[config.mk]
export PLATFORM = sky130hd
export DESIGN_NAME = pcx_rle_line_decoder
export DESIGN_NICKNAME = d
export VERILOG_FILES = /design/src/hw/rtl/pcxrle_pkg.sv /design/src/hw/rtl/pcx_rle_line_decoder.sv /design/src/hw/rtl/pcxrle_front.sv /design/src/hw/rtl/pcxrle_fifo.sv /design/src/hw/rtl/pcxrle_back.sv
export SDC_FILE = /design/constraint.sdc
export NUM_CORES = 1
export LEC_CHECK = 0
export BUFFER_PORTS_ARGS = -buffer_cell sky130_fd_sc_hd__buf_2
export CORE_MARGIN = 2
export CORE_UTILIZATION = 40
export CTS_BUF_LIST = sky130_fd_sc_hd__clkbuf_16
export DETAILED_ROUTE_END_ITERATION = 8
export GPL_ROUTABILITY_DRIVEN = 0
export PLACE_DENSITY_LB_ADDON = 0.15
export SETUP_SLACK_MARGIN = 0.4
export SYNTH_ARGS = -nofsm -noshare
export SYNTH_HDL_FRONTEND = slang
export SYNTH_HIERARCHICAL = 1
export SYNTH_SLANG_ARGS = --single-unit
[constraint.sdc]
create_clock -name i_clk -period 8.5 [get_ports i_clk]
set_input_delay 0.425 -clock i_clk [delete_from_list [all_inputs] [get_ports i_clk]]
set_output_delay 0.425 -clock i_clk [all_outputs]
set_load 0.01 [all_outputs]
[src/hw/rtl/pcxrle_pkg.sv]
// Shared types and constants for the PCX run-length line decoder.
package pcxrle_pkg;

    localparam logic [7:0]  CODE_MASK     = 8'hC0;
    localparam logic [7:0]  COUNT_MASK    = 8'h3F;
    localparam logic [15:0] BPL_RESET     = 16'd1;
    localparam logic [16:0] LINES_RESET   = 17'd1;
    localparam int          QUEUE_DEPTH   = 2;
    localparam int          QPTR_W        = $clog2(QUEUE_DEPTH);
    localparam int          QCNT_W        = $clog2(QUEUE_DEPTH + 1);
    localparam logic        ADDR_BPL      = 1'b0;
    localparam logic        ADDR_LINES    = 1'b1;

    typedef struct packed {
        logic [7:0] pixel;
        logic [5:0] count;
        logic       line_end;
        logic       image_end;
        logic       status;
    } t_cmd;

    typedef struct packed {
        logic        rearm;
        logic [15:0] bpl;
        logic [16:0] lines;
    } t_rearm;

endpackage

[src/hw/rtl/pcx_rle_line_decoder.sv]
// Top level of the PCX run-length line decoder with its register port.
// A literal byte gives one pixel and a count byte gives nothing. A run of n
// pixels holds the expander while it gives one pixel per cycle (less when
// m_axis_tready is low), and input stalls once the two-entry command queue
// between the front end and the expander is full. Line and image position are
// tracked in the front end as bytes are taken, so a run is checked against the
// line in the same cycle as its byte is taken. A write to either register
// rearms the decoder; there is no clearing pass after reset.
module pcx_rle_line_decoder
    import pcxrle_pkg::*;
(
    input  logic        i_clk,
    input  logic        i_rst_n,
    input  logic        psel,
    input  logic        penable,
    input  logic        pwrite,
    input  logic [2:0]  paddr,
    input  logic [31:0] pwdata,
    output logic [31:0] prdata,
    output logic        pready,
    input  logic        s_axis_tvalid,
    output logic        s_axis_tready,
    input  logic [7:0]  s_axis_tdata,   // code_byte
    output logic        m_axis_tvalid,
    input  logic        m_axis_tready,
    output logic [7:0]  m_axis_tdata,   // pixel
    output logic        m_axis_tlast,   // line_end
    output logic [2:0]  m_axis_tuser    // image_end, status, run_last
);

    logic [15:0] r_bpl, n_bpl;
    logic [16:0] r_lines, n_lines;
    logic        w_wr;
    t_rearm      w_rearm;
    logic        w_push;
    t_cmd        w_cmd;
    logic        w_pop;
    t_cmd        w_head;
    logic        w_empty;
    logic        w_full;

    assign pready = 1'b1;
    assign w_wr   = psel && penable && pwrite && pready;

    always_comb begin
        n_bpl   = r_bpl;
        n_lines = r_lines;
        if (w_wr) begin
            unique case (paddr[2])
                ADDR_BPL:   n_bpl   = pwdata[15:0];
                ADDR_LINES: n_lines = pwdata[16:0];
                default:    n_bpl   = r_bpl;
            endcase
        end
    end

    always_ff @(posedge i_clk) begin
        if (!i_rst_n) begin
            r_bpl   <= BPL_RESET;
            r_lines <= LINES_RESET;
        end else begin
            r_bpl   <= n_bpl;
            r_lines <= n_lines;
        end
    end

    assign prdata = (paddr[2] == ADDR_LINES) ? {15'd0, r_lines} : {16'd0, r_bpl};

    assign w_rearm.rearm = w_wr;
    assign w_rearm.bpl   = (n_bpl == 16'd0) ? 16'd1 : n_bpl;
    assign w_rearm.lines = (n_lines == 17'd0) ? 17'd1 : n_lines;

    pcxrle_front u_front (
        .i_clk         (i_clk),
        .i_rst_n       (i_rst_n),
        .i_rearm       (w_rearm),
        .s_axis_tvalid (s_axis_tvalid),
        .s_axis_tready (s_axis_tready),
        .s_axis_tdata  (s_axis_tdata),
        .i_full        (w_full),
        .o_push        (w_push),
        .o_cmd         (w_cmd)
    );

    pcxrle_fifo u_fifo (
        .i_clk   (i_clk),
        .i_rst_n (i_rst_n),
        .i_push  (w_push),
        .i_cmd   (w_cmd),
        .i_pop   (w_pop),
        .o_head  (w_head),
        .o_empty (w_empty),
        .o_full  (w_full)
    );

    pcxrle_back u_back (
        .i_clk         (i_clk),
        .i_rst_n       (i_rst_n),
        .i_empty       (w_empty),
        .i_head        (w_head),
        .o_pop         (w_pop),
        .m_axis_tvalid (m_axis_tvalid),
        .m_axis_tready (m_axis_tready),
        .m_axis_tdata  (m_axis_tdata),
        .m_axis_tlast  (m_axis_tlast),
        .m_axis_tuser  (m_axis_tuser)
    );

    a_no_overflow: assert property (@(posedge i_clk) disable iff (!i_rst_n)
        w_push |-> !w_full)
        else $error("Command pushed into a full queue.");

    a_no_zero_run: assert property (@(posedge i_clk) disable iff (!i_rst_n)
        w_push |-> (w_cmd.count != 6'd0))
        else $error("Empty run command queued.");

    a_image_end_on_line_end: assert property (@(posedge i_clk) disable iff (!i_rst_n)
        m_axis_tvalid && m_axis_tuser[0] |-> m_axis_tlast && m_axis_tuser[2])
        else $error("Image end without line end on last pixel of run.");

    a_error_item: assert property (@(posedge i_clk) disable iff (!i_rst_n)
        m_axis_tvalid && m_axis_tuser[1] |->
            m_axis_tuser[2] && !m_axis_tlast && (m_axis_tdata == 8'd0))
        else $error("Malformed error item.");

endmodule

[src/hw/rtl/pcxrle_front.sv]
// Front end: accepts code bytes, tracks line position and issues run commands.
module pcxrle_front
    import pcxrle_pkg::*;
(
    input  logic       i_clk,
    input  logic       i_rst_n,
    input  t_rearm     i_rearm,
    input  logic       s_axis_tvalid,
    output logic       s_axis_tready,
    input  logic [7:0] s_axis_tdata,   // code_byte
    input  logic       i_full,
    output logic       o_push,
    output t_cmd       o_cmd
);

    logic        r_expect, n_expect;
    logic [5:0]  r_pending, n_pending;
    logic [15:0] r_left, n_left;
    logic [16:0] r_lines, n_lines;
    logic        r_halted, n_halted;
    logic        w_acc;
    logic [5:0]  w_cnt;
    logic        w_le;
    logic        w_ie;
    logic        w_over;

    assign s_axis_tready = !i_full;
    assign w_acc = s_axis_tvalid && s_axis_tready;
    assign w_cnt = r_expect ? r_pending : 6'd1;
    assign w_over = {10'd0, w_cnt} > r_left;
    assign w_le = ({10'd0, w_cnt} == r_left);
    assign w_ie = w_le && (r_lines == 17'd1);

    always_comb begin
        n_expect  = r_expect;
        n_pending = r_pending;
        n_left    = r_left;
        n_lines   = r_lines;
        n_halted  = r_halted;
        o_push    = 1'b0;
        o_cmd.pixel     = s_axis_tdata;
        o_cmd.count     = w_cnt;
        o_cmd.line_end  = w_le;
        o_cmd.image_end = w_ie;
        o_cmd.status    = 1'b0;
        if (w_acc && !r_halted) begin
            if (!r_expect && ((s_axis_tdata & CODE_MASK) == CODE_MASK)) begin
                n_pending = s_axis_tdata[5:0] & COUNT_MASK[5:0];
                n_expect  = 1'b1;
            end else begin
                n_expect  = 1'b0;
                n_pending = 6'd0;
                if (w_cnt != 6'd0) begin
                    o_push = 1'b1;
                    if (w_over) begin
                        o_cmd.pixel     = 8'd0;
                        o_cmd.count     = 6'd1;
                        o_cmd.line_end  = 1'b0;
                        o_cmd.image_end = 1'b0;
                        o_cmd.status    = 1'b1;
                        n_halted        = 1'b1;
                    end else if (w_le) begin
                        if (w_ie) begin
                            n_halted = 1'b1;
                            n_left   = 16'd0;
                        end else begin
                            n_lines = r_lines - 17'd1;
                            n_left  = i_rearm.bpl;
                        end
                    end else begin
                        n_left = r_left - {10'd0, w_cnt};
                    end
                end
            end
        end
        if (i_rearm.rearm) begin
            n_expect  = 1'b0;
            n_pending = 6'd0;
            n_left    = i_rearm.bpl;
            n_lines   = i_rearm.lines;
            n_halted  = 1'b0;
        end
    end

    always_ff @(posedge i_clk) begin
        if (!i_rst_n) begin
            r_expect  <= 1'b0;
            r_pending <= 6'd0;
            r_left    <= BPL_RESET;
            r_lines   <= LINES_RESET;
            r_halted  <= 1'b0;
        end else begin
            r_expect  <= n_expect;
            r_pending <= n_pending;
            r_left    <= n_left;
            r_lines   <= n_lines;
            r_halted  <= n_halted;
        end
    end

endmodule

[src/hw/rtl/pcxrle_fifo.sv]
// Short command queue between the front end and the run expander.
module pcxrle_fifo
    import pcxrle_pkg::*;
(
    input  logic i_clk,
    input  logic i_rst_n,
    input  logic i_push,
    input  t_cmd i_cmd,
    input  logic i_pop,
    output t_cmd o_head,
    output logic o_empty,
    output logic o_full
);

    t_cmd              r_mem [QUEUE_DEPTH];
    logic [QPTR_W-1:0] r_wr, r_rd;
    logic [QCNT_W-1:0] r_cnt;
    logic              w_push;
    logic              w_pop;

    assign o_empty = (r_cnt == '0);
    assign o_full  = (r_cnt == QCNT_W'(QUEUE_DEPTH));
    assign w_push  = i_push && !o_full;
    assign w_pop   = i_pop && !o_empty;
    assign o_head  = r_mem[r_rd];

    always_ff @(posedge i_clk) begin
        if (w_push) begin
            r_mem[r_wr] <= i_cmd;
        end
    end

    always_ff @(posedge i_clk) begin
        if (!i_rst_n) begin
            r_wr  <= '0;
            r_rd  <= '0;
            r_cnt <= '0;
        end else begin
            if (w_push) begin
                r_wr <= (r_wr == QPTR_W'(QUEUE_DEPTH - 1)) ? '0 : r_wr + 1'b1;
            end
            if (w_pop) begin
                r_rd <= (r_rd == QPTR_W'(QUEUE_DEPTH - 1)) ? '0 : r_rd + 1'b1;
            end
            r_cnt <= r_cnt + QCNT_W'(w_push) - QCNT_W'(w_pop);
        end
    end

endmodule

[src/hw/rtl/pcxrle_back.sv]
// Back end: expands queued run commands into pixel items, one per cycle while the output is not stalled.
module pcxrle_back
    import pcxrle_pkg::*;
(
    input  logic       i_clk,
    input  logic       i_rst_n,
    input  logic       i_empty,
    input  t_cmd       i_head,
    output logic       o_pop,
    output logic       m_axis_tvalid,
    input  logic       m_axis_tready,
    output logic [7:0] m_axis_tdata,   // pixel
    output logic       m_axis_tlast,   // line_end
    output logic [2:0] m_axis_tuser    // image_end, status, run_last
);

    logic       r_busy, n_busy;
    t_cmd       r_cur, n_cur;
    logic [5:0] r_rem, n_rem;
    logic       r_ovalid, n_ovalid;
    logic [7:0] r_pix, n_pix;
    logic       r_le, n_le;
    logic [2:0] r_user, n_user;
    logic       w_adv;
    t_cmd       w_src;
    logic [5:0] w_left;
    logic       w_last;

    assign w_adv  = !r_ovalid || m_axis_tready;
    assign w_src  = r_busy ? r_cur : i_head;
    assign w_left = r_busy ? r_rem : i_head.count;
    assign w_last = (w_left == 6'd1);
    assign o_pop  = w_adv && !r_busy && !i_empty;

    always_comb begin
        n_busy   = r_busy;
        n_cur    = r_cur;
        n_rem    = r_rem;
        n_ovalid = r_ovalid;
        n_pix    = r_pix;
        n_le     = r_le;
        n_user   = r_user;
        if (w_adv) begin
            n_ovalid = r_busy || !i_empty;
            if (r_busy || !i_empty) begin
                n_pix  = w_src.pixel;
                n_le   = w_last && w_src.line_end;
                n_user = {w_last, w_src.status, w_last && w_src.image_end};
                n_cur  = w_src;
                n_rem  = w_left - 6'd1;
                n_busy = !w_last;
            end
        end
    end

    always_ff @(posedge i_clk) begin
        if (!i_rst_n) begin
            r_busy   <= 1'b0;
            r_ovalid <= 1'b0;
        end else begin
            r_busy   <= n_busy;
            r_ovalid <= n_ovalid;
        end
    end

    always_ff @(posedge i_clk) begin
        r_cur  <= n_cur;
        r_rem  <= n_rem;
        r_pix  <= n_pix;
        r_le   <= n_le;
        r_user <= n_user;
    end

    assign m_axis_tvalid = r_ovalid;
    assign m_axis_tdata  = r_pix;
    assign m_axis_tlast  = r_le;
    assign m_axis_tuser  = r_user;

endmodule
==> PnR_summary.wiki, run 1 <==
{| class="wikitable"
! Metric !! Value
|-
| Post-layout net count || 793
|-
| Ratio of cells with drive above 1 in the final layout || 25.2%
|-
| Detail-routed via count per cell || 5.48
|-
| Number of distinct library cells after synthesis || 82
|-
| Critical Setup Path Class || flip-flop to flip-flop
|-
| Number of fillers in the final layout || 1695
|-
| Maximum number of pins on one net before global-route repair || 62
|-
| Post-Route WL || 17200 µm
|-
| Transition time of the tightest slew-check pin || 1.10 ns
|-
| Hold Crit Class || input port to flip-flop
|-
| Fmax || 294 MHz
|-
| Antenna Diode Count || 0
|-
| Layout Area Growth over Synthesis || 13.2%
|-
| H-tree depth || 4
|-
| Number of placed I/O pins || 97
|-
| Worst supply voltage drop on vdd || 238 µV
|-
| PwrDens || 355 nW/µm²
|-
| Total vias in the final route || 5323
|-
| Number of failing hold endpoints at the final stage || 0
|-
| Clock-pin slew reported for the worst setup and hold paths after clock tree synthesis || 0.06 ns
|-
| Number of antenna-violating nets in the routed design || 0
|-
| Final Max Tran Viols || 0
|-
| Remaining design rule violation count || 0
|-
| Area of the placeable core || 17800 µm²
|-
| Total setup violations reported at the end of the flow || 0
|-
| CP required || 8.80 ns
|-
| Post-Route Setup TNS || 0 ns
|-
| Leftover overflow at the end of global routing || 0
|-
| Initial Util || 40.5%
|-
| Crit path DAT || 3.71 ns
|-
| Initial antenna violation count || 0
|-
| CTS tree || done
|-
| Outcome || finished, final reports clean
|-
| Main area contributors after synthesis || sky130_fd_sc_hd__dfxtp_1 23%, sky130_fd_sc_hd__edfxtp_1 23%, sky130_fd_sc_hd__mux2_2 7.4%
|-
| Insertion delay of the later-clocked pin in the worst-skew pair || 0.42 ns
|-
| Share of synthesized flip-flops with an asynchronous set or reset || 0%
|-
| Root cell of the clock tree || sky130_fd_sc_hd__clkbuf_16
|-
| Dominant cell type by area after synthesis || sky130_fd_sc_hd__dfxtp_1
|-
| Critical Path Source Type || flip-flop
|-
| CTS buffer count || 17
|-
| Highest fanout seen on the critical path || 16
|-
| Horizontal die dimension || 138 µm
|-
| Count of instances resized after the clock tree is built || 0
|-
| Maximum Capacitance Violations || 0
|-
| Number of enable flip-flop cells after synthesis || 54
|-
| Clk sink count || 135
|-
| Die Outline Area || 19100 µm²
|-
| Leak pwr || 3.20 nW
|-
| Share of the clock period used by the worst path || 40.0%
|-
| Share of the synthesized area in the top cell type || 22.5%
|-
| Number of synthesized register bits || 135
|-
| Worst slew margin relative to its limit || 26.1%
|-
| Placed wire-length estimate || 12500 µm
|-
| Minimum clock period || 3.40 ns
|-
| CP Capture Type || flip-flop
|-
| Total standard cell area after synthesis || 7200 µm²
|-
| Detailed router's first-iteration violation count || 322
|-
| Maximum root-to-sink buffer count || 2
|-
| Die height || 138 µm
|-
| Worst clock skew || 0.0127 ns
|-
| Most instantiated flip-flop cell in the synthesis netlist || sky130_fd_sc_hd__dfxtp_1
|-
| Setup repair after global routing missed its margin || no
|-
| Postcts setup bufs || 0
|-
| Vias in the first global route || 5320
|-
| Gate count of the mapped netlist || 687
|-
| Synth warn || 6
|-
| First-pass GRT wire length || 27700 µm
|-
| Number of hold buffers added after cts || 0
|-
| Num rows || 49
|-
| Post-DR wirelength/cell || 17.7 µm
|-
| Number of optimization iterations in the first detailed-route pass || 5
|-
| Count of port buffers added during placement || 63
|-
| Global routing usage summed across all routing layers || 18.2%
|-
| Overall power after layout || 0.00289 W
|-
| Sequential-to-total area share from yosys stat || 45.1%
|-
| Mean area per synthesized cell || 10.5 µm²
|}
[area by class of cell]
type                       instances  area (µm²)  area share, %
inverter                          15        56.3          0.691
multi-input combinational        495        3560           43.8
tap                              229         287           3.52
sequential                       135        3240           39.8
clock buffer                      17         425           5.22
timing repair buffer              66         338           4.15
clock inverter                    15         234           2.87
[critical path, stage by stage (launching register included)]
cell                       delay (ns)
sky130_fd_sc_hd__dfxtp_1         0.40
sky130_fd_sc_hd__nand2b_1        0.18
sky130_fd_sc_hd__ha_1            0.18
sky130_fd_sc_hd__inv_1           0.05
sky130_fd_sc_hd__fa_1            0.40
sky130_fd_sc_hd__a21o_1          0.21
sky130_fd_sc_hd__a221oi_1        0.91
sky130_fd_sc_hd__a21boi_4        0.30
sky130_fd_sc_hd__nand3_2         0.30
sky130_fd_sc_hd__nor4_1          0.08
sky130_fd_sc_hd__a311o_1         0.27
[sequential cells by signal (all words and copies together) (netlist names), 3 cells and up, named ones only]
name,count
u_fifo/r_mem,34
u_front/r_left,16
u_front/r_lines,17
r_lines,17
u_back/r_rem,6
u_front/r_pending,6
u_back/m_axis_tuser,3
u_back/m_axis_tdata,8
r_bpl,16
[final timing paths]
kind                                     from                                end  slack, ns  cells after the start
max             u_front/r_expect$_SDFFE_PP0P_    u_front/r_lines[1]$_SDFFE_PN0P_       5.10                     10
min                           s_axis_tdata[0]  u_front/r_pending[0]$_SDFFE_PP0P_       0.27                      3
max reg2reg     u_front/r_expect$_SDFFE_PP0P_    u_front/r_lines[1]$_SDFFE_PN0P_       5.10                     10
min reg2reg  u_front/r_lines[14]$_SDFFE_PN0P_   u_front/r_lines[14]$_SDFFE_PN0P_       0.49                      2
[power breakdown]
part           total (W)  switching [W]  internal, W
logic            0.00107       0.000655     0.000418
registers       0.000992       0.000112     0.000880
clock network   0.000825       0.000278     0.000547
total            0.00289        0.00104      0.00184
[cells in the final DEF, fill, tap and decap left out, types with 4 or more instances in the layout]
master,Yosys,layout
sky130_fd_sc_hd__o21ai_0,32,32
sky130_fd_sc_hd__and2_1,35,35
sky130_fd_sc_hd__nor4_1,28,28
sky130_fd_sc_hd__mux2_4,18,18
sky130_fd_sc_hd__xor2_1,8,8
sky130_fd_sc_hd__nor3_1,34,34
sky130_fd_sc_hd__a22oi_1,9,9
sky130_fd_sc_hd__nand3_1,9,9
sky130_fd_sc_hd__o22ai_1,4,4
sky130_fd_sc_hd__nand4_1,10,10
sky130_fd_sc_hd__xnor2_1,11,11
sky130_fd_sc_hd__bufinv_16,0,6
sky130_fd_sc_hd__a21o_1,5,5
sky130_fd_sc_hd__inv_1,12,13
sky130_fd_sc_hd__mux2i_1,7,7
sky130_fd_sc_hd__nor2b_1,21,21
sky130_fd_sc_hd__o21a_1,5,5
sky130_fd_sc_hd__and3_1,8,8
sky130_fd_sc_hd__or3_1,6,6
sky130_fd_sc_hd__buf_2,4,63
sky130_fd_sc_hd__dfxtp_1,81,81
sky130_fd_sc_hd__nor2_1,33,33
sky130_fd_sc_hd__clkbuf_16,0,17
sky130_fd_sc_hd__a211oi_1,4,4
sky130_fd_sc_hd__conb_1,2,16
sky130_fd_sc_hd__mux2_2,47,47
sky130_fd_sc_hd__edfxtp_1,54,54
sky130_fd_sc_hd__or4_1,4,4
sky130_fd_sc_hd__nand2_1,37,37
sky130_fd_sc_hd__a21oi_1,29,29
sky130_fd_sc_hd__ha_1,12,12
[cells in the mapped netlist, types with 6 or more instances]
library cell                n
sky130_fd_sc_hd__mux2_2    47
sky130_fd_sc_hd__nor4_1    28
sky130_fd_sc_hd__xnor2_1   11
sky130_fd_sc_hd__buf_4     27
sky130_fd_sc_hd__nor2b_1   21
sky130_fd_sc_hd__nor3_1    34
sky130_fd_sc_hd__nand3_1    9
sky130_fd_sc_hd__nand2_1   37
sky130_fd_sc_hd__nor2_1    33
sky130_fd_sc_hd__clkbuf_1  17
sky130_fd_sc_hd__inv_1     12
sky130_fd_sc_hd__a21oi_1   29
sky130_fd_sc_hd__mux2_4    18
sky130_fd_sc_hd__nand4_1   10
sky130_fd_sc_hd__o21ai_0   32
sky130_fd_sc_hd__dfxtp_1   81
sky130_fd_sc_hd__and3_1     8
sky130_fd_sc_hd__ha_1      12
sky130_fd_sc_hd__xor2_1     8
sky130_fd_sc_hd__or3_1      6
sky130_fd_sc_hd__and2_1    35
sky130_fd_sc_hd__mux2i_1    7
sky130_fd_sc_hd__edfxtp_1  54
sky130_fd_sc_hd__a22oi_1    9
[per-stage QoR]
| stage | hold WS [ns] | worst slack, ns | instances | cell area, µm² | util (%) |
|---|---|---|---|---|---|
| 3_3_place_gp | 0.472 | 5.12 | 940 | 7490 | 42.1 |
| 5_1_grt | 0.279 | 4.76 | 972 | 8150 | 45.8 |
| 6_report | 0.269 | 5.10 | 972 | 8150 | 45.8 |
| 2_1_floorplan | 0.455 | 5.62 | 701 | 7250 | - |
| 4_1_cts | 0.261 | 5.10 | 972 | 8150 | 45.8 |
| 3_5_place_dp | 0.478 | 5.10 | 940 | 7490 | 42.1 |
[layer usage]
layer / vias up / wire length, µm / global-route usage [%]
met3: 36 / 869 / 4.68
met5: - / 0 / 0
li1: 2594 / - / -
met4: 0 / 444 / 7.30
met2: 147 / 8540 / 31.7
met1: 2546 / 7360 / 21.6
[logic make-up after synthesis]
logic type,after synthesis,synth area share [%]
xor gates and xnor gates,19,2.31
other,2,0.104
buffers and inverters,71,6.15
and+or+nand+nor,255,20.4
DFF,135,45.1
adders and majority gates,13,2.36
muxes,74,12.4
AOI/OAI and AO/OA,118,11.2
Note: power is estimated with default switching activity, not from simulation.
==> inputs of run 2 (changes only) <==
Settings changed: ABC_AREA set to 1.
Clock period 8.5 ns to 3.32 ns, I/O delays scaled along.
==> PnR_summary.wiki, run 2 <==
{| class="wikitable"
! Metric !! Value
|-
| Outcome || finished, final reports clean
|-
| Worst slew margin relative to its limit || 29.2% (+3.2 points)
|-
| Hold Crit Class || input port to flip-flop
|-
| Num rows || 51 (+4.1%)
|-
| Sequential-to-total area share from yosys stat || 40.6% (-4.5 points)
|-
| Share of synthesized flip-flops with an asynchronous set or reset || 0% (unchanged)
|-
| Post-layout net count || 1189 (+50%)
|-
| Final worst hold slack || 0.0115 ns (-0.258 ns)
|-
| Main area contributors after synthesis || sky130_fd_sc_hd__dfxtp_1 20%, sky130_fd_sc_hd__edfxtp_1 20%, sky130_fd_sc_hd__nand2_1 16%
|-
| Worst slack, placed || 0.554 ns (-4.54 ns)
|-
| Minimum clock period || 2.63 ns (-0.778 ns)
|-
| CTS tree || done
|-
| Overall power after layout || 0.00855 W (+200%)
|-
| Post-synthesis adder-cell area fraction || 2.13% (-0.24 points)
|-
| Number of fillers in the final layout || 2032 (+20%)
|-
| Initial Util || 41.0% (+0.47 points)
|-
| Layout Area Growth over Synthesis || 11.3%
|-
| Total setup violations reported at the end of the flow || 0 (unchanged)
|-
| Transition time of the tightest slew-check pin || 1.06 ns (-0.0402 ns)
|-
| Post-Route Setup TNS || 0 ns (unchanged)
|-
| Detail-routed via count per cell || 4.70 (-14%)
|-
| Remaining design rule violation count || 0 (unchanged)
|-
| Maximum number of pins on one net before global-route repair || 38 (-39%)
|-
| Number of optimization iterations in the first detailed-route pass || 5 (unchanged)
|-
| Combinational family with the most area after synthesis || simple AND/OR/NAND/NOR gates
|-
| Root cell of the clock tree || sky130_fd_sc_hd__clkbuf_16
|-
| Reg-to-reg setup timing slack || 0.69 ns (-4.40 ns)
|-
| Cell with the most instances after synthesis || sky130_fd_sc_hd__nand2_1
|-
| Critical Path Source Type || flip-flop
|-
| Number of enable flip-flop cells after synthesis || 54 (unchanged)
|-
| Global routing usage summed across all routing layers || 18.1% (-0.11 points)
|-
| Critical Setup Path Class || flip-flop to flip-flop
|-
| Ratio of cells with drive above 1 in the final layout || 17.9% (-7.3 points)
|-
| Count of port buffers added during placement || 63 (unchanged)
|-
| Crit path DAT || 2.94 ns (-0.77 ns)
|-
| CP required || 3.64 ns (-5.16 ns)
|-
| Horizontal die dimension || 145 µm (+5.3%)
|-
| Leftover overflow at the end of global routing || 0 (unchanged)
|-
| Clock-pin slew reported for the worst setup and hold paths after clock tree synthesis || 0.06 ns (about the same)
|-
| Number of placed I/O pins || 97 (unchanged)
|-
| Most instantiated flip-flop cell in the synthesis netlist || sky130_fd_sc_hd__dfxtp_1
|-
| PwrDens || 960 nW/µm² (+170%)
|-
| H-tree depth || 4 (unchanged)
|-
| Total vias in the final route || 6596 (+24%)
|-
| Post-synthesis xor/xnor area fraction || 1.10% (-1.2 points)
|-
| Die Outline Area || 21100 µm² (+11%)
|-
| Number of antenna-violating nets in the routed design || 0 (unchanged)
|-
| Worst supply voltage drop on vdd || 461 µV (+94%)
|-
| Share of the clock period used by the worst path || 79.1% (+39 points)
|-
| Postcts setup bufs || 0 (unchanged)
|-
| Insertion delay of the later-clocked pin in the worst-skew pair || 0.42 ns (about the same)
|-
| Most common library cell in the layout ignoring fill and taps || sky130_fd_sc_hd__nand2_1
|-
| Final instance area || 8900 µm² (+9.2%)
|-
| CTS buffer count || 17 (unchanged)
|-
| Max reg flops || 34 (unchanged)
|-
| Area of the placeable core || 19500 µm² (+9.8%)
|-
| Multiplexer area fraction after synthesis || 2.99% (-9.4 points)
|-
| Die height || 145 µm (+5.3%)
|-
| Number of failing hold endpoints at the final stage || 0 (unchanged)
|-
| Register containing the most flip-flops in the final layout || u_fifo/r_mem
|-
| Fmax || 381 MHz (+30%)
|-
| Maximum root-to-sink buffer count || 2 (unchanged)
|-
| Worst clock skew || 0.00781 ns (-0.00485 ns)
|-
| Total standard cell area after synthesis || 8000 µm² (+11%)
|-
| Leak pwr || 4.33 nW (+35%)
|-
| Number of synthesized register bits || 135 (unchanged)
|-
| Final Max Tran Viols || 0 (unchanged)
|-
| Top flop regs || u_fifo/r_mem x34, r_lines x17, u_front/r_lines x17
|-
| List of most frequent post-synthesis cells || 340 x sky130_fd_sc_hd__nand2_1, 148 x sky130_fd_sc_hd__nor2_1, 104 x sky130_fd_sc_hd__inv_1
|-
| Setup repair after global routing missed its margin || no
|-
| Initial antenna violation count || 0 (unchanged)
|-
| Number of distinct library cells after synthesis || 53 (-35%)
|-
| Post-DR wirelength/cell || 13.4 µm (-25%)
|-
| Maximum Capacitance Violations || 0 (unchanged)
|-
| Gate count of the mapped netlist || 1081 (+57%)
|-
| Mean area per synthesized cell || 7.40 µm² (-29%)
|-
| Area fraction in and, or, nand and nor cells after synthesis || 33.8% (+13 points)
|-
| Top library cells by usage in the layout, fill and taps aside || 340 x sky130_fd_sc_hd__nand2_1, 148 x sky130_fd_sc_hd__nor2_1, 104 x sky130_fd_sc_hd__inv_1
|-
| Clk sink count || 135 (unchanged)
|-
| Area fraction in compound gates after synthesis || 7.62% (-3.6 points)
|-
| Share of the synthesized area in the top cell type || 20.3% (-2.3 points)
|-
| Dominant cell type by area after synthesis || sky130_fd_sc_hd__dfxtp_1
|-
| Synth warn || 6 (unchanged)
|-
| Post-Route WL || 18800 µm (+8.9%)
|-
| CP Capture Type || flip-flop
|-
| Final worst slack || 0.694 ns (-4.40 ns)
|-
| Antenna Diode Count || 0 (unchanged)
|-
| Detailed router's first-iteration violation count || 454 (+41%)
|-
| Placed wire-length estimate || 13800 µm (+11%)
|-
| First-pass GRT wire length || 31000 µm (+12%)
|-
| Vias in the first global route || 6111 (+15%)
|-
| Cell area reported after detailed placement || 8270 µm² (+10%)
|-
| Highest fanout seen on the critical path || 22 (+6)
|}
run 2: changes by cell type in the layout (fill, tap and decap cells not counted), sizes merged, moves of 7 or more:
cell	delta
or3	-8
nor3	-28
nor2	+127
nand2	+338
mux2	-50
nor2b	-22
a21oi	+23
and3	-10
and2	-36
or2	+8
inv	+110
nand3	+42
nor4	-27
xnor2	-7
run 2: area by class of cell:
class / count / area [µm²] / share of cell area, %
timing repair buffer: 72 / 385 / 4.33
sequential: 135 / 3240 / 36.4
clock inverter: 15 / 183 / 2.05
clock buffer: 17 / 425 / 4.78
inverter: 117 / 452 / 5.08
multi-input combinational: 783 / 3880 / 43.6
tap: 265 / 332 / 3.73
run 2: path summary, 6_finish.rpt:
kind	start	endpoint	cells past startpoint
worst max-delay path	u_front/r_expect$_SDFFE_PP0P_	u_front/r_lines[10]$_SDFFE_PN0P_	17
worst min-delay path	s_axis_tdata[3]	u_front/r_pending[3]$_SDFFE_PP0P_	3
worst max register to register	u_front/r_expect$_SDFFE_PP0P_	u_front/r_lines[10]$_SDFFE_PN0P_	17
worst min register to register	u_front/r_halted$_SDFFE_PP0P_	u_front/r_halted$_SDFFE_PP0P_	2
run 2: timing repair:
| item | 4_1_cts | 5_1_grt |
|---|---|---|
| gates resized for setup | 0 | 3 |
| endpoints found under the hold margin | 1 | 0 |
| setup endpoints to repair | 0 | 13 |
| hold buffers | 1 | 0 |
run 2: power breakdown:
part	leakage, nW	internal, W	switching, W	total [W]
Clock	0.297	0.00114	0.000823	0.00196
Sequential	1.17	0.00229	0.000264	0.00255
Combinational	2.86	0.00140	0.00263	0.00403
run 2: worst max-delay path, stage by stage, from the launching register on:
cell and delay (ns):
sky130_fd_sc_hd__dfxtp_1 0.52, sky130_fd_sc_hd__inv_4 0.07, sky130_fd_sc_hd__nor2_4 0.10, sky130_fd_sc_hd__inv_2 0.06
sky130_fd_sc_hd__ha_1 0.17, sky130_fd_sc_hd__inv_1 0.11, sky130_fd_sc_hd__fa_1 0.23, sky130_fd_sc_hd__nand2_1 0.08
sky130_fd_sc_hd__nand2_2 0.09, sky130_fd_sc_hd__nand2_2 0.08, sky130_fd_sc_hd__nand3_4 0.10, sky130_fd_sc_hd__nand2_4 0.07
sky130_fd_sc_hd__nand2_4 0.28, sky130_fd_sc_hd__nand2_8 0.19, sky130_fd_sc_hd__inv_4 0.20, sky130_fd_sc_hd__nand2_1 0.07
sky130_fd_sc_hd__nand2_1 0.06, sky130_fd_sc_hd__nor2_1 0.04
run 2: cell families after synthesis:
kind of cell | count (synthesis)
compound gates | 107
xor+xnor | 10
fa+ha+maj | 13
buf+inv | 177
flops | 135
mux | 18
other cells | 2
simple gates | 619
run 2: stage by stage:
step	util (%)	instances
global placement	42.4	1371
CTS	45.5	1404
global route	45.6	1404
finish	45.6	1404
detailed placement	42.4	1371
floorplan	-	1095
run 2: metal layers:
metal  wire length [µm]  vias up  track usage [%]
met1               9460     2957             26.1
met2               8250      134             27.9
li1                   -     3477                -
met4                327        0             5.54
met3                709       28             3.10
met5                  0        -                0
==> inputs of run 3 (changes only) <==
Clock period 3.32 ns to 2.3 ns, I/O delays scaled along.
==> PnR_summary.wiki, run 3 (synthesis gave the netlist of run 2 again) <==
{| class="wikitable"
! Metric !! Value
|-
| Max reg flops || 34 (unchanged)
|-
| Final worst slack || 0.0264 ns (-0.667 ns)
|-
| Transition time of the tightest slew-check pin || 0.657 ns (-0.404 ns)
|-
| Die Outline Area || 21100 µm² (unchanged)
|-
| CP Cell Sequence || inv_4, nor2_4, inv_2, ha_4, inv_2, fa_2, nand2_1, nand2_2, nand2_2, nand3_4, buf_6, nand2_8, nand2_8, buf_12, or2_0, nand3_1, inv_1
|-
| Leftover overflow at the end of global routing || 0 (unchanged)
|-
| Initial Util || 41.0% (unchanged)
|-
| CP Capture Type || flip-flop
|-
| Outcome || finished, final reports clean
|-
| Number of failing hold endpoints at the final stage || 0 (unchanged)
|-
| Maximum Capacitance Violations || 0 (unchanged)
|-
| Clock-pin slew reported for the worst setup and hold paths after clock tree synthesis || 0.07 ns (about the same)
|-
| Gate power share || 54.3% (+7.1 points)
|-
| First-pass GRT wire length || 32900 µm (+6.4%)
|-
| Crit path DAT || 2.59 ns (-0.35 ns)
|-
| CP required || 2.62 ns (-1.02 ns)
|-
| Worst slack, placed || -0.119 ns (-0.673 ns)
|-
| Total vias in the final route || 7074 (+7.2%)
|-
| Hold Crit Class || input port to flip-flop
|-
| Net Sw Frac || 43.0% (-0.53 points)
|-
| Most common library cell in the layout ignoring fill and taps || sky130_fd_sc_hd__nand2_1
|-
| Library cell contributing the largest single delay on the critical path || sky130_fd_sc_hd__dfxtp_4
|-
| Worst slew margin relative to its limit || 56.0% (+27 points)
|-
| Placed wire-length estimate || 14400 µm (+4.6%)
|-
| Minimum clock period || 2.27 ns (-0.353 ns)
|-
| Share of the clock period used by the worst path || 98.9% (+20 points)
|-
| Number of optimization iterations in the first detailed-route pass || 7 (+2)
|-
| Slowest cell delay on critical path || 0.37 ns (-0.15 ns)
|-
| Horizontal die dimension || 145 µm (unchanged)
|-
| Initial antenna violation count || 0 (unchanged)
|-
| Detail-routed via count per cell || 4.77 (+1.5%)
|-
| Insertion delay of the later-clocked pin in the worst-skew pair || 0.43 ns (about the same)
|-
| Die height || 145 µm (unchanged)
|-
| Register share of total power || 25.7% (-4.1 points)
|-
| Final worst hold slack || 0.0169 ns (+0.00549 ns)
|-
| Number of placed I/O pins || 97 (unchanged)
|-
| Count of port buffers added during placement || 63 (unchanged)
|-
| Worst clock skew || 0.0140 ns (+0.00620 ns)
|-
| Maximum root-to-sink buffer count || 2 (unchanged)
|-
| Share of total power in the clock network || 20.0% (-3.0 points)
|-
| Post-layout net count || 1269 (+6.7%)
|-
| Fmax || 440 MHz (+16%)
|-
| Remaining design rule violation count || 0 (unchanged)
|-
| Register containing the most flip-flops in the final layout || u_fifo/r_mem
|-
| Leak pwr || 4.84 nW (+12%)
|-
| Antenna Diode Count || 0 (unchanged)
|-
| Detailed router's first-iteration violation count || 400 (-12%)
|-
| Area of the placeable core || 19500 µm² (unchanged)
|-
| Number of antenna-violating nets in the routed design || 0 (unchanged)
|-
| Highest fanout seen on the critical path || 8 (-64%)
|-
| Critical Path Source Type || flip-flop
|-
| Top flop regs || u_fifo/r_mem x34, r_lines x17, u_front/r_lines x17
|-
| Worst supply voltage drop on vdd || 942 µV (+100%)
|-
| Num rows || 51 (unchanged)
|-
| Post-Route WL || 20800 µm (+11%)
|-
| Ratio of cells with drive above 1 in the final layout || 26.9% (+9.0 points)
|-
| CTS tree || done
|-
| Global routing usage summed across all routing layers || 19.4% (+1.2 points)
|-
| Total setup violations reported at the end of the flow || 0 (unchanged)
|-
| Critical Setup Path Class || flip-flop to flip-flop
|-
| Internal || 0.00825 W (+71%)
|-
| Net Sw Power || 0.00622 W (+67%)
|-
| PwrDens || 1420 nW/µm² (+48%)
|-
| H-tree depth || 4 (unchanged)
|-
| Top library cells by usage in the layout, fill and taps aside || 324 x sky130_fd_sc_hd__nand2_1, 132 x sky130_fd_sc_hd__nor2_1, 98 x sky130_fd_sc_hd__inv_1
|-
| Vias in the first global route || 6553 (+7.2%)
|-
| Layout Area Growth over Synthesis || 27.3%
|-
| Post-DR wirelength/cell || 14.0 µm (+5.1%)
|-
| CTS buffer count || 17 (unchanged)
|-
| Final Max Tran Viols || 0 (unchanged)
|-
| Clk sink count || 135 (unchanged)
|-
| Setup repair after global routing missed its margin || yes
|-
| Maximum number of pins on one net before global-route repair || 38 (unchanged)
|-
| Root cell of the clock tree || sky130_fd_sc_hd__clkbuf_16
|}
==> run 3: area by class of cell <==
cell class / count / area, µm²
clock buffer: 17 / 425
clock inverter: 15 / 203
fill: 1915 / 9350
inverter: 117 / 487
multi-input combinational: 784 / 4220
sequential: 135 / 3250
tap: 265 / 332
timing repair buffer: 150 / 1250
timing repair inverter: 1 / 16.3
==> run 3: power groups by stage <==
| stage | clock [W] | sequential, W | combinational (W) |
|---|---|---|---|
| floorplan | 0 | 0.00364 | 0.00506 |
| global placement | 0 | 0.00373 | 0.00641 |
| detailed placement | 0 | 0.00374 | 0.00647 |
| CTS | 0.00294 | 0.00370 | 0.00709 |
| global route | 0.00304 | 0.00379 | 0.00872 |
| finish | 0.00289 | 0.00372 | 0.00786 |
==> run 3: final timing paths <==
kind	slack (ns)	start	end	depth (start not counted)
hold reg to reg	0.49	r_bpl[7]$_SDFF_PN0_	r_bpl[7]$_SDFF_PN0_	2
setup reg to reg	0.03	u_front/r_expect$_SDFFE_PP0P_	u_front/r_left[2]$_SDFFE_PN0P_	17
setup / recovery	0.03	u_front/r_expect$_SDFFE_PP0P_	u_front/r_left[2]$_SDFFE_PN0P_	17
hold / removal	0.02	pwdata[2]	r_bpl[2]$_SDFF_PN0_	3
==> run 3: metrics by stage <==
stage	total power, W	instances	cell area (µm²)	utilization (%)	TNS [ns]
6_report	0.0145	1484	10200	52.1	0
5_1_grt	0.0155	1484	10200	52.1	-1.19
4_1_cts	0.0137	1476	9860	50.5	0
3_5_place_dp	0.0102	1406	8690	44.5	-2.59
3_3_place_gp	0.0101	1406	8690	44.5	-0.895
2_1_floorplan	0.00870	1095	8130	-	0
==> run 3: worst max-delay path: cells and delay by family, from the launching register on <==
family	cells	cell delay [ns]
adders and majority gates	2	0.45
buffers and inverters	6	0.55
DFF	1	0.37
and+or+nand+nor	9	0.78
==> run 3: routing by layer <==
metal	share of wire [%]	up-vias	GRT usage (%)
met4	1.7	0	5.69
met1	46	3270	25.4
met3	4.2	26	3.70
li1	-	3632	-
met5	0	-	0
met2	48	146	32.7
==> run 3: repair_timing <==
action | in CTS | in global routing
buffers inserted | 16 | 5
hold buffers | 19 | 0
setup endpoints to repair | 105 | 110
gates resized for setup | 34 | 55
cloned | 3 | 3
endpoints found under the hold margin | 19 | 0
pin swaps | 6 | 14
